$ cat config.mk
export PLATFORM = sky130hd
export DESIGN_NAME = at_response_matcher_top
export DESIGN_NICKNAME = d
export VERILOG_FILES = /design/src/design/atrm_pkg.sv /design/src/design/at_response_matcher_top.sv
export SDC_FILE = /design/constraint.sdc
export NUM_CORES = 1
export LEC_CHECK = 0
export ABC_AREA = 1
export BUFFER_PORTS_ARGS = -buffer_cell sky130_fd_sc_hd__buf_2
export CAP_MARGIN = 25
export CORE_UTILIZATION = 57
export DETAILED_ROUTE_END_ITERATION = 12
export PLACE_DENSITY_LB_ADDON = 0.1
export SKIP_CTS_REPAIR_TIMING = 1
export SLEW_MARGIN = 20
export SYNTH_ARGS = -nofsm -noshare
export SYNTH_HDL_FRONTEND = slang
export SYNTH_SLANG_ARGS = --single-unit
$ cat constraint.sdc
create_clock -name clk -period 10.3 [get_ports clk]
set_clock_uncertainty 0.05 [all_clocks]
set_input_delay 1.03 -clock clk [delete_from_list [all_inputs] [get_ports clk]]
set_output_delay 1.03 -clock clk [all_outputs]
set_load 0.02 [all_outputs]
$ cat src/design/atrm_pkg.sv
`timescale 1ns / 1ps
// ----------------------------------------------------------------------------
// atrm_pkg
// Types and codes shared by the modem response matcher: parser phases,
// item action codes, result kinds, status codes and register indexes.
// ----------------------------------------------------------------------------
package atrm_pkg;

  // control characters
  localparam logic [7:0] CH_LF = 8'h0A;
  localparam logic [7:0] CH_CR = 8'h0D;

  // input item actions
  localparam logic [1:0] ACT_START = 2'd0;
  localparam logic [1:0] ACT_BYTE  = 2'd1;
  localparam logic [1:0] ACT_TICK  = 2'd2;
  // unassigned action code, ignored
  localparam logic [1:0] ACT_NONE  = 2'd3;

  // result kinds
  localparam logic [1:0] KIND_BYTE    = 2'd0;
  localparam logic [1:0] KIND_CAP_END = 2'd1;
  localparam logic [1:0] KIND_STATUS  = 2'd2;

  // final status codes
  localparam logic [1:0] ST_OK      = 2'd0;
  localparam logic [1:0] ST_INVALID = 2'd1;
  localparam logic [1:0] ST_TIMEOUT = 2'd2;

  // register indexes (byte address is 8 * index)
  localparam logic [2:0] REG_MODE       = 3'd0;
  localparam logic [2:0] REG_FIRST_PAT  = 3'd1;
  localparam logic [2:0] REG_FIRST_LEN  = 3'd2;
  localparam logic [2:0] REG_SECOND_PAT = 3'd3;
  localparam logic [2:0] REG_SECOND_LEN = 3'd4;
  localparam logic [2:0] REG_CAP_LIMIT  = 3'd5;
  localparam logic [2:0] REG_TIMEOUT    = 3'd6;

  // parser phases, one-hot
  typedef enum logic [5:0] {
    PH_IDLE       = 6'b000001,
    PH_LINE_START = 6'b000010,
    PH_SKIP       = 6'b000100,
    PH_MATCH      = 6'b001000,
    PH_AFTER      = 6'b010000,
    PH_BAD        = 6'b100000
  } phase_t;

  // one result item
  typedef struct packed {
    logic [1:0] kind;
    logic [7:0] captured_byte;
    logic [1:0] status;
    logic [6:0] capture_count;
  } result_t;

endpackage

$ cat src/design/at_response_matcher_top.sv
`timescale 1ns / 1ps
// ----------------------------------------------------------------------------
// at_response_matcher_top
// Byte-wise matcher for a modem's reply to a text command: skips echo
// lines, matches the expected token, captures a query answer and reports
// ok, invalid or timeout.
// ----------------------------------------------------------------------------
//
//  channel   direction  handshake              payload
//  in_       slave      in_tvalid/in_tready    tdata: data_byte, tuser: action
//  out_      master     out_tvalid/out_tready  tdata: byte, status, count;
//                                              tuser: kind
//  cfg_      apb slave  psel/penable, pready=1 64-bit registers at 8*index
//
//  one item per clock sustained while out_ is not stalled; an input item is
//  held in the input register and its result item in the result register on out_.
//  the parser state updates once per item in the input-register stage.
//  reset (rst_n low, synchronous) clears both stages and disarms the parser;
//  registers return to their default values.
//  a stall on out_ holds the result register and then the input register,
//  and in_tready drops only when both are full.
//
module at_response_matcher_top
  import atrm_pkg::*;
#(
  parameter int PATTERN_MAX = 8,
  parameter int CAPTURE_MAX = 64
) (
  input  logic        clk,
  input  logic        rst_n,
  // input items
  input  logic        in_tvalid,
  output logic        in_tready,
  input  logic [7:0]  in_tdata,   // [7:0] data_byte
  input  logic [1:0]  in_tuser,   // [1:0] action
  // result items
  output logic        out_tvalid,
  input  logic        out_tready,
  output logic [23:0] out_tdata,  // [7:0] captured_byte, [9:8] status,
                                  // [16:10] capture_count, [23:17] zero
  output logic [1:0]  out_tuser,  // [1:0] kind
  // configuration
  input  logic        cfg_psel,
  input  logic        cfg_penable,
  input  logic        cfg_pwrite,
  input  logic [5:0]  cfg_paddr,
  input  logic [63:0] cfg_pwdata,
  output logic [63:0] cfg_prdata,
  output logic        cfg_pready
);

  localparam logic [4:0] PAT_MAX_W = 5'(PATTERN_MAX);
  localparam logic [8:0] CAP_MAX_W = 9'(CAPTURE_MAX);

  // configuration registers
  logic        mode_r;
  logic [63:0] first_pat_r;
  logic [3:0]  first_len_r;
  logic [63:0] second_pat_r;
  logic [3:0]  second_len_r;
  logic [6:0]  cap_limit_r;
  logic [15:0] timeout_r;

  logic       cfg_wr;
  logic [2:0] cfg_idx;

  assign cfg_pready = 1'b1;
  assign cfg_wr     = cfg_psel & cfg_penable & cfg_pwrite;
  assign cfg_idx    = cfg_paddr[5:3];

  // register writes
  always_ff @(posedge clk) begin
    if (!rst_n) begin
      mode_r       <= 1'b0;
      first_pat_r  <= 64'd19279;
      first_len_r  <= 4'd2;
      second_pat_r <= 64'd19279;
      second_len_r <= 4'd2;
      cap_limit_r  <= 7'd64;
      timeout_r    <= 16'd1000;
    end else if (cfg_wr) begin
      unique case (cfg_idx)
        REG_MODE:       mode_r       <= cfg_pwdata[0];
        REG_FIRST_PAT:  first_pat_r  <= cfg_pwdata;
        REG_FIRST_LEN:  first_len_r  <= cfg_pwdata[3:0];
        REG_SECOND_PAT: second_pat_r <= cfg_pwdata;
        REG_SECOND_LEN: second_len_r <= cfg_pwdata[3:0];
        REG_CAP_LIMIT:  cap_limit_r  <= cfg_pwdata[6:0];
        REG_TIMEOUT:    timeout_r    <= cfg_pwdata[15:0];
        default: ;
      endcase
    end
  end

  // register readback
  always_comb begin
    unique case (cfg_idx)
      REG_MODE:       cfg_prdata = {63'd0, mode_r};
      REG_FIRST_PAT:  cfg_prdata = first_pat_r;
      REG_FIRST_LEN:  cfg_prdata = {60'd0, first_len_r};
      REG_SECOND_PAT: cfg_prdata = second_pat_r;
      REG_SECOND_LEN: cfg_prdata = {60'd0, second_len_r};
      REG_CAP_LIMIT:  cfg_prdata = {57'd0, cap_limit_r};
      REG_TIMEOUT:    cfg_prdata = {48'd0, timeout_r};
      default:        cfg_prdata = 64'd0;
    endcase
  end

  // pipeline control
  logic       s1_valid_r;
  logic [1:0] s1_action_r;
  logic [7:0] s1_byte_r;
  logic       out_valid_r;
  result_t    out_res_r;
  logic       out_free;
  logic       s1_fire;
  logic       in_fire;

  assign out_free  = !out_valid_r || out_tready;
  assign s1_fire   = s1_valid_r && out_free;
  assign in_tready = !s1_valid_r || out_free;
  assign in_fire   = in_tvalid && in_tready;

  // parser state
  phase_t     phase_r, phase_nxt;
  logic [3:0] match_pos_r, match_pos_nxt;
  logic       in_first_r, in_first_nxt;
  logic [6:0] captured_r, captured_nxt;
  logic [15:0] quiet_r, quiet_nxt;

  logic    res_valid;
  result_t res;

  // token selection, clamped length and current character
  logic [63:0] tok_pat;
  logic [4:0]  tok_len_raw;
  logic [4:0]  tok_len;
  logic [7:0]  tok_char;
  logic [4:0]  pos_inc;
  logic [8:0]  limit;
  logic        query;

  always_comb begin
    tok_pat     = in_first_r ? first_pat_r : second_pat_r;
    tok_len_raw = {1'b0, (in_first_r ? first_len_r : second_len_r)};
    tok_len     = (tok_len_raw > PAT_MAX_W) ? PAT_MAX_W : tok_len_raw;
    tok_char    = match_pos_r[3] ? 8'd0 : tok_pat[{match_pos_r[2:0], 3'b000} +: 8];
    pos_inc     = {1'b0, match_pos_r} + 5'd1;
    limit       = ({2'b00, cap_limit_r} > CAP_MAX_W) ? CAP_MAX_W : {2'b00, cap_limit_r};
    query       = mode_r;
  end

  // per-item phase update and result
  always_comb begin
    phase_nxt     = phase_r;
    match_pos_nxt = match_pos_r;
    in_first_nxt  = in_first_r;
    captured_nxt  = captured_r;
    quiet_nxt     = quiet_r;
    res_valid     = 1'b0;
    res           = '0;
    res.capture_count = captured_r;

    if (s1_action_r == ACT_START) begin
      phase_nxt     = PH_LINE_START;
      match_pos_nxt = 4'd0;
      in_first_nxt  = 1'b1;
      captured_nxt  = 7'd0;
      quiet_nxt     = 16'd0;
      res.capture_count = 7'd0;
      // query with no room for an answer finishes at once
      if (query && (limit == 9'd0)) begin
        phase_nxt  = PH_IDLE;
        res_valid  = 1'b1;
        res.kind   = KIND_STATUS;
        res.status = ST_OK;
      end
    end else if (phase_r == PH_IDLE || s1_action_r == ACT_NONE) begin
      // ignored item
    end else if (s1_action_r == ACT_TICK) begin
      quiet_nxt = (quiet_r == 16'hFFFF) ? quiet_r : quiet_r + 16'd1;
      if (quiet_nxt >= timeout_r) begin
        phase_nxt  = PH_IDLE;
        res_valid  = 1'b1;
        res.kind   = KIND_STATUS;
        res.status = ST_TIMEOUT;
      end
    end else begin
      quiet_nxt = 16'd0;
      unique case (phase_r)
        PH_LINE_START: begin
          if (s1_byte_r == CH_LF) begin
            match_pos_nxt = 4'd0;
            phase_nxt     = (tok_len == 5'd0) ? PH_AFTER : PH_MATCH;
          end else if (s1_byte_r != CH_CR) begin
            phase_nxt = PH_SKIP;
          end
        end
        PH_SKIP: begin
          if (s1_byte_r == CH_LF) phase_nxt = PH_LINE_START;
        end
        PH_MATCH: begin
          if (s1_byte_r == tok_char) begin
            match_pos_nxt = pos_inc[3:0];
            if (pos_inc >= tok_len) phase_nxt = PH_AFTER;
          end else begin
            phase_nxt = PH_BAD;
          end
        end
        PH_AFTER: begin
          if (query && in_first_r) begin
            // capture the answer line until its end or the limit
            if (s1_byte_r == CH_LF || s1_byte_r == CH_CR ||
                {2'b00, captured_r} >= limit) begin
              in_first_nxt  = 1'b0;
              match_pos_nxt = 4'd0;
              phase_nxt     = PH_SKIP;
              res_valid     = 1'b1;
              res.kind      = KIND_CAP_END;
            end else begin
              captured_nxt      = captured_r + 7'd1;
              res_valid         = 1'b1;
              res.kind          = KIND_BYTE;
              res.captured_byte = s1_byte_r;
              res.capture_count = captured_r + 7'd1;
            end
          end else if (s1_byte_r == CH_LF) begin
            phase_nxt  = PH_IDLE;
            res_valid  = 1'b1;
            res.kind   = KIND_STATUS;
            res.status = ST_OK;
          end
        end
        PH_BAD: begin
          if (s1_byte_r == CH_LF) begin
            phase_nxt  = PH_IDLE;
            res_valid  = 1'b1;
            res.kind   = KIND_STATUS;
            res.status = ST_INVALID;
          end
        end
        default: phase_nxt = PH_IDLE;
      endcase
    end
  end

  // input register
  always_ff @(posedge clk) begin
    if (!rst_n) begin
      s1_valid_r <= 1'b0;
    end else if (in_tready) begin
      s1_valid_r <= in_tvalid;
    end
  end

  always_ff @(posedge clk) begin
    if (in_fire) begin
      s1_action_r <= in_tuser;
      s1_byte_r   <= in_tdata;
    end
  end

  // parser state registers
  always_ff @(posedge clk) begin
    if (!rst_n) begin
      phase_r     <= PH_IDLE;
      match_pos_r <= 4'd0;
      in_first_r  <= 1'b1;
      captured_r  <= 7'd0;
      quiet_r     <= 16'd0;
    end else if (s1_fire) begin
      phase_r     <= phase_nxt;
      match_pos_r <= match_pos_nxt;
      in_first_r  <= in_first_nxt;
      captured_r  <= captured_nxt;
      quiet_r     <= quiet_nxt;
    end
  end

  // result register
  always_ff @(posedge clk) begin
    if (!rst_n) begin
      out_valid_r <= 1'b0;
    end else if (out_free) begin
      out_valid_r <= s1_fire && res_valid;
    end
  end

  always_ff @(posedge clk) begin
    if (s1_fire && res_valid) out_res_r <= res;
  end

  assign out_tvalid = out_valid_r;
  assign out_tuser  = out_res_r.kind;
  assign out_tdata  = {7'd0, out_res_r.capture_count, out_res_r.status,
                       out_res_r.captured_byte};

  // checks
  a_result_reaches_output: assert property (@(posedge clk) disable iff (!rst_n)
    (s1_fire && res_valid) |=> out_valid_r)
    else $error("result of an item did not reach the output register");

  a_status_disarms: assert property (@(posedge clk) disable iff (!rst_n)
    (s1_fire && res_valid && res.kind == KIND_STATUS) |=> (phase_r == PH_IDLE))
    else $error("parser still armed after a final status");

  a_capture_steps: assert property (@(posedge clk) disable iff (!rst_n)
    (captured_r != $past(captured_r)) |->
      (captured_r == 7'($past(captured_r) + 7'd1) || captured_r == 7'd0))
    else $error("capture count moved by more than one");

  a_stall_only_when_full: assert property (@(posedge clk) disable iff (!rst_n)
    !in_tready |-> (s1_valid_r && out_valid_r))
    else $error("input stalled while a stage was free");

endmodule

Word level (Yosys, flattened, before mapping)
Index checks and enable logic that the tools add are counted.
{"block": "word_totals", "output_inout_bits": 93, "register_bits": 225}
{"block": "op_classes", "n_shift": 1, "muxes": 69, "n_eq_ne": 30, "bitwise_logic": 4, "reduce_logical": 33, "magnitude_cmp": 5, "n_addsub": 3}
{"cell": "$pmux 64 s7", "n": 1}
{"cell": "$mux 6", "n": 12}
{"cell": "$mux 16", "n": 4}
{"cell": "$mux 64", "n": 1}
{"cell": "$shiftx 64x7->8", "n": 1}
{"cell": "$mux 7", "n": 7}
{"cell": "$mux 8", "n": 5}
{"cell": "$mux 4", "n": 9}
{"cell": "$pmux 6 s5", "n": 1}
{"cell": "$mux 19", "n": 1}
{"cell": "$mux 2", "n": 9}
{"cell": "$add 16x1->16 const B", "n": 1}
{"cell": "$eq 16x16->1 const B", "n": 1}
{"cell": "$eq 8x4->1 const B", "n": 2}
{"cell": "$ge 16x16->1", "n": 1}
{"cell": "$reduce_and 2->1", "n": 8}
{"cell": "$mux 1", "n": 15}
{"cell": "$ne 5x5->1 const B", "n": 3}
{"cell": "$ne 3x3->1 const B", "n": 4}
{"cell": "$pmux 4 s3", "n": 1}
{"cell": "$eq 3x3->1 const B", "n": 3}
{"cell": "$logic_not 9->1", "n": 1}
{"cell": "$eq 8x8->1", "n": 1}
{"cell": "$ne 8x4->1 const B", "n": 1}
{"cell": "36 further kinds", "n": 52}

Depth between registers and ports, before layout
Gate-level depths: netlist of the first run.
{"block": "depth", "ltp_word": 10, "depth_mapped": 21, "ltp_nobuf": 21}

Worst setup path after synthesis of the first run
No wires, ideal clock.
{"block": "synth_timing", "path_kind": "reg-to-reg", "start": "reg quiet_r[0]", "end": "reg out_res_r (netlist bit out_tdata[0]) (enable)", "slack_ns": 6.427, "setup_ns": 0.403, "required_time_ns": 9.847, "stages_incl_launch_ff": 16, "n_path_buf": 0, "arrival_ns": 3.421, "path_cell_list": "dfxtp_1 > ha_1 > nand4_1 > nand2b_4 > nor3_2 > nor2_1 > nand2_1 > nor2_1 > xor2_1 > ha_1 > nand2_1 > nor3_1 > nand3_1 > nand4_1 > nand3_1 > a21oi_1"}
{"block": "synth_via", "elab_chain_len": 8}
{"item": "from (decl)", "line": "at_response_matcher_top.sv:129", "text": "logic [15:0] quiet_r, quiet_nxt;"}
{"item": "from (signal assigned)", "line": "at_response_matcher_top.sv:276", "text": "quiet_r <= quiet_nxt;"}
{"item": "$add 16x1->16 or $eq 16x16->1 (tied branches)", "line": "at_response_matcher_top.sv:181", "text": "quiet_nxt = (quiet_r == 16'hFFFF) ? quiet_r : quiet_r + 16'd1;"}
{"item": "$mux 16 (*)", "line": "at_response_matcher_top.sv:181"}
{"item": "$ge 16x16->1 (*)", "line": "at_response_matcher_top.sv:182", "text": "if (quiet_nxt >= timeout_r) begin"}
{"item": "$mux 1 (*)", "line": "at_response_matcher_top.sv:182"}
{"item": "$mux 1 (*)", "line": "at_response_matcher_top.sv:180", "text": "end else if (s1_action_r == ACT_TICK) begin"}
{"item": "$mux 1 (*)", "line": "at_response_matcher_top.sv:178", "text": "end else if (phase_r == PH_IDLE || s1_action_r == ACT_NONE) begin"}
{"item": "$mux 1 (*)", "line": "at_response_matcher_top.sv:164", "text": "if (s1_action_r == ACT_START) begin"}
{"item": "$logic_and 1x1->1 (*)", "line": "at_response_matcher_top.sv:290", "text": "if (s1_fire && res_valid) out_res_r <= res;"}
{"item": "to (signal assigned)", "line": "at_response_matcher_top.sv:290"}
{"item": "to (decl)", "line": "at_response_matcher_top.sv:114", "text": "result_t out_res_r;"}
Every way passes the cells marked *; elsewhere a longest branch is shown, timed or not.
A chain may end at the register's enable or synchronous reset.

Final worst setup path of the first run
{"block": "layout_timing", "start": "reg quiet_r[3]", "end": "reg out_res_r (netlist bit out_tdata[16]) (enable)"}
The elaborated chain is that of the path after synthesis.

==> results of run 1 <==
area by class of cell:
class / count / area, um^2
clock inverter: 11 / 155
tap: 270 / 338
timing repair buffer: 180 / 945
multi-input combinational: 1116 / 5710
clock buffer: 35 / 734
antenna: 1 / 2.50
sequential: 225 / 4800
fill: 1879 / 6730
inverter: 238 / 893
worst max-delay path, cell delays in order, from the launching register on:
cell and delay (ns):
dfxtp_1 0.40, nand4_1 0.10, inv_1 0.11, nand4_1 0.14, nand2b_4 0.20, nor3_2 0.44
nor2_1 0.16, nand2_1 0.14, nor2_1 0.06, xor2_1 0.16, ha_1 0.31, nand2_1 0.06
nor3_1 0.33, nand3_1 0.20, nand4_1 0.19, nand3_1 0.10, a21oi_2 0.54, buf_8 0.23
how the worst max path moves through the flow:
stage / startpoint / to / slack (ns) / depth (start not counted)
floorplan: quiet_r[0]$_SDFFE_PN0P_ / out_tdata[0]$_SDFFCE_PP0P_ / 6.43 / 15
global placement: quiet_r[3]$_SDFFE_PN0P_ / out_tdata[7]$_SDFFCE_PP0P_ / 5.98 / 16
detailed placement: quiet_r[3]$_SDFFE_PN0P_ / out_tdata[9]$_SDFFCE_PP0P_ / 6.18 / 17
CTS: quiet_r[3]$_SDFFE_PN0P_ / out_tdata[8]$_SDFFCE_PP0P_ / 6.14 / 17
global route: quiet_r[3]$_SDFFE_PN0P_ / out_tdata[9]$_SDFFCE_PP0P_ / 5.65 / 17
finish: quiet_r[3]$_SDFFE_PN0P_ / out_tdata[16]$_SDFFCE_PP0P_ / 6.09 / 17
routing by layer:
layer | GRT usage | routed length (um) | vias to the layer above | part of all wire
met5 | 0 | 0 | - | 0
met4 | 0.0917 | 847 | 0 | 0.026
met3 | 0.0403 | 2230 | 58 | 0.067
met2 | 0.491 | 15300 | 423 | 0.46
met1 | 0.425 | 14800 | 5347 | 0.44
li1 | - | - | 5825 | -
layout by cell type, fill, tap and decap left out, drive strengths merged, types with 7 or more instances in the layout:
cell type	count
a21oi	180
buf	180
clkbuf	35
clkinv	7
conb	8
dfxtp	196
edfxtp	29
ha	30
inv	235
nand2	316
nand3	149
nand4	16
nor2	91
nor3	20
o211ai	28
o21ai	175
o221ai	9
o22ai	51
xor2	8
sequential cells by signal (all words and copies together) (netlist names):
| name | flops |
|---|---|
| first_pat_r | 64 |
| match_pos_r | 4 |
| phase_r | 6 |
| quiet_r | 16 |
| s1_action_r | 2 |
| cap_limit_r | 7 |
| captured_r | 7 |
| s1_valid_r | 1 |
| timeout_r | 16 |
| in_first_r | 1 |
| mode_r | 1 |
| first_len_r | 4 |
| second_pat_r | 64 |
| second_len_r | 4 |
| s1_byte_r | 8 |
| out_tvalid | 1 |
| out_tdata | 17 |
| out_tuser | 2 |
power by group:
part	internal, W	total [W]	switching (W)
combinational	0.0000436	0.000145	0.000101
sequential	0.000899	0.000907	0.00000755
clock	0.000575	0.000951	0.000375
cell families (layout without fill, tap and decap cells):
kind of cell	Yosys count	after routing
buf+inv	338	464
other cells	2	9
fa+ha+maj	30	30
flops	225	225
xor+xnor	13	13
compound gates	463	463
simple gates	601	601
mux	1	1
metrics by stage:
stage	instance area (um^2)	instances	worst slack, ns
3_3_place_gp	12700	2027	5.98
6_report	13600	2076	6.09
2_1_floorplan	11900	1679	6.43
5_1_grt	13600	2076	5.65
4_1_cts	13600	2075	6.14
3_5_place_dp	12700	2029	6.18
==> out/results.ini, run 1 <==
[job]
maxCapViolations=0

[floorplanning]
start_util=0.584
top_level_ports=180
rows=52
die_h_um=146
die_area_um2=21400
die_w_um=146
core-area_um2=20300

[setup_path]
rr_worst_depth=17
r2r_slack_ns=6.09
path_max_fanout=12
r2r_end=out_tdata[16]$_SDFFCE_PP0P_
critPathRequiredTime_ns=10.49
worstPathArrival_ns=4.40
path_class=flip-flop to flip-flop
endpoint_kind=flip-flop
start_kind=flip-flop
rr_startpoint=quiet_r[3]$_SDFFE_PN0P_

[drt]
wl_per_cell_um=16.0
detail-route-antenna-nets=0
drt-initial-drc-count=1036
vias=11700
post-route-drc-count=0
vias_per_cell=5.61
drt_pre_antenna_iters=5
routed_wirelength_um=33100

[synth]
yosysTopAreaCell=dfxtp_1
synth_mux_area_frac=0.000845
yosys.area_share.adder=0.0317
synth_area_leaders=dfxtp_1 (33%), nand2_1 (9.8%), a21oi_1 (7.5%), edfxtp_1 (7.4%), o21ai_0 (7.3%)
ys_seq_area_frac=0.405
synth_edf_count=29
netlist_instances=1673
synth_top_area_frac=0.331
synth_area_um2=11800
async_reset_ff_frac=0
yosys-top-cells-count=nand2_1 (309), inv_1 (229), dfxtp_1 (196), a21oi_1 (177), o21ai_0 (172)
yosysMostFrequentCell=nand2_1
synth_compound_area_frac=0.216
synthFlopType=dfxtp_1
ys_types=45
synth_top_family_by_area=simple AND/OR/NAND/NOR gates
avgSynthCellArea_um2=7.08
synth-seq-cells=225
ys_warn_count=0
synth-xor-area-share=0.00961
synthSimpleGateAreaFrac=0.220

[final_layout]
final_nets=1904
area_growth_pct=14.5
drive_above_1_share=0.141
utilization=0.668

[global_routing]
grt_max_degree=94
overflow=0
grt_pass1_vias=10600
antenna_found_initial=1
grt_pass1_wl_um=53100
grt_use_total=0.304

[timing]
finalSetupViolations=0
fin_crit_ns=4.21
rsz0062_at_grt=false
holdWs_ns=0.425
slew_headroom=0.311
tightest_slew_ns=1.03
fin_setup_tns_ns=0
finalHoldViolCount=0
drv_slew=0
period_share=0.409
clock.fmax_ghz=0.238

[cts]
cts_buffer_depth=3
tritoncts=done
clock_latency_ns=0.54
cts_root_buf=clkbuf_16
clk_pin_slew_ns=0.06
htreeDepth=1
cts_made_buffers=26
cts_sinks=225

[hold_path]
min_path_cells=2
hp-class=flip-flop to flip-flop
hold_path_end=second_pat_r[48]$_SDFFE_PN0P_
hold_start=second_pat_r[48]$_SDFFE_PN0P_

[placement]
gp_congestion=0.939
portBuffers=168
hpwl_um=21900

[power_and_ir_drop]
vdd_drop_max_mv=0.123
leakage_nw=5.98
design_power_total_w=0.00200
power.density_nw_per_um2=148

[status]
status=complete, no violations

Power figures use the tool's default switching activity.
==> inputs of run 2 (changes only) <==
==> constraint.sdc (replaced) <==
create_clock -name clk -period 4.4 [get_ports clk]
set_clock_uncertainty 0.05 [all_clocks]
set_input_delay 0.44 -clock clk [delete_from_list [all_inputs] [get_ports clk]]
set_output_delay 0.44 -clock clk [all_outputs]
set_load 0.02 [all_outputs]
==> out/results.ini, run 2 (synthesis results as in run 1) <==
[global_routing]
use_met3=0.0516
grt_pass1_vias=10600
grt.busiest_layer=met2
grt_use_total=0.306
antenna_found_initial=1
grt_pass1_wl_um=53500
overflow=0
grtUsageMet1=0.419
grt_max_degree=99
met2_usage=0.495

[floorplanning]
top_level_ports=180
rows=52
die_w_um=146
core-area_um2=20300
start_util=0.584
die_h_um=146
die_area_um2=21400

[timing]
fin_setup_tns_ns=0
finalHoldViolCount=0
finalSetupViolations=0
period_share=0.830
fin_crit_ns=3.65
rsz0062_at_grt=false
fin_ws_ns=0.748
clock.fmax_ghz=0.274
slew_headroom=0.353
tightest_slew_ns=0.970
drv_slew=0

[drt]
vias=11700
post-route-drc-count=0
routed_wirelength_um=33100
wl_per_cell_um=15.9
vias_per_cell=5.61
drt_pre_antenna_iters=9
detail-route-antenna-nets=0
drt-initial-drc-count=1007

[final_layout]
utilization=0.665
layout_commonest_cell=nand2_1
final_cell_mix=nand2_1 (309), inv_1 (227), dfxtp_1 (195)
area_growth_pct=13.9
final_cell_area_um2=13500
final_nets=1907
drive_above_1_share=0.140
fillers=1886

[cts]
cts_root_buf=clkbuf_16
htreeDepth=1
cts_made_buffers=25
tritoncts=done
clock_latency_ns=0.52
clk_pin_slew_ns=0.06
cts_buffer_depth=3
cts_sinks=225

[setup_path]
critPathRequiredTime_ns=4.55
worstPathArrival_ns=3.80
endpoint_kind=flip-flop
path_max_fanout=20
path_class=flip-flop to flip-flop
rr_worst_depth=18
start_kind=flip-flop

[hold_path]
min_path_cells=1
hp-class=input port to flip-flop

[power_and_ir_drop]
power.density_nw_per_um2=332
leakage_nw=5.97
vdd_drop_max_mv=0.299

[placement]
portBuffers=168
gp_congestion=0.937
dpl_cell_area_um2=12700
place_ws_ns=0.800
hpwl_um=22200

[status]
status=complete, no violations

[job]
maxCapViolations=0

run 2: final timing paths:
kind / start / end / slack (ns)
max: quiet_r[3]$_SDFFE_PN0P_ / out_tdata[2]$_SDFFCE_PP0P_ / 0.75
min: in_tdata[4] / s1_byte_r[4]$_DFFE_PP_ / 0.05
max reg2reg: quiet_r[3]$_SDFFE_PN0P_ / out_tdata[2]$_SDFFCE_PP0P_ / 0.75
min reg2reg: quiet_r[11]$_SDFFE_PN0P_ / quiet_r[11]$_SDFFE_PN0P_ / 0.42
run 2: per-layer routing:
| metal | part of all wire | up-vias |
|---|---|---|
| li1 | - | 5827 |
| met1 | 0.44 | 5371 |
| met2 | 0.46 | 410 |
| met3 | 0.070 | 51 |
| met4 | 0.023 | 0 |
| met5 | 0 | - |
run 2: layout make-up:
class	instances	area, um^2	share of cell area
antenna	1	2.50	0.000185
clock buffer	36	718	0.0532
clock inverter	7	60.1	0.00445
inverter	238	893	0.0662
multi-input combinational	1116	5710	0.423
sequential	225	4800	0.355
tap	270	338	0.0250
timing repair buffer	184	980	0.0726
run 2: power by group:
part           leakage (nW)  internal (W)  switching [W]  total [W]
combinational          3.71      0.000103       0.000241   0.000345
sequential             1.87       0.00211      0.0000161    0.00212
clock                 0.388       0.00118       0.000826    0.00201
total                  5.97       0.00339        0.00108    0.00448
run 2: stage by stage:
| step | instances | hold slack, ns | power [W] |
|---|---|---|---|
| 6_report | 2077 | 0.0482 | 0.00448 |
| 5_1_grt | 2077 | 0.0353 | 0.00462 |
| 4_1_cts | 2076 | 0.0350 | 0.00449 |
| 3_5_place_dp | 2033 | 0.406 | 0.00250 |
| 3_3_place_gp | 2032 | 0.404 | 0.00250 |
| 2_1_floorplan | 1679 | 0.392 | 0.00238 |
run 2: worst max-delay path, cell delays in order, from the launching register on:
cell and delay, ns:
dfxtp_1 0.41, nand4_1 0.11, inv_1 0.11, nand4_1 0.16
nand2b_4 0.21, nor3_2 0.19, buf_4 0.19, nor2_1 0.06
nand2_1 0.10, nor2_1 0.06, xor2_1 0.15, ha_1 0.30
nand2_1 0.05, nor3_1 0.29, nand3_1 0.14, nand4_1 0.21
nand3_1 0.11, a21oi_2 0.14, buf_4 0.28
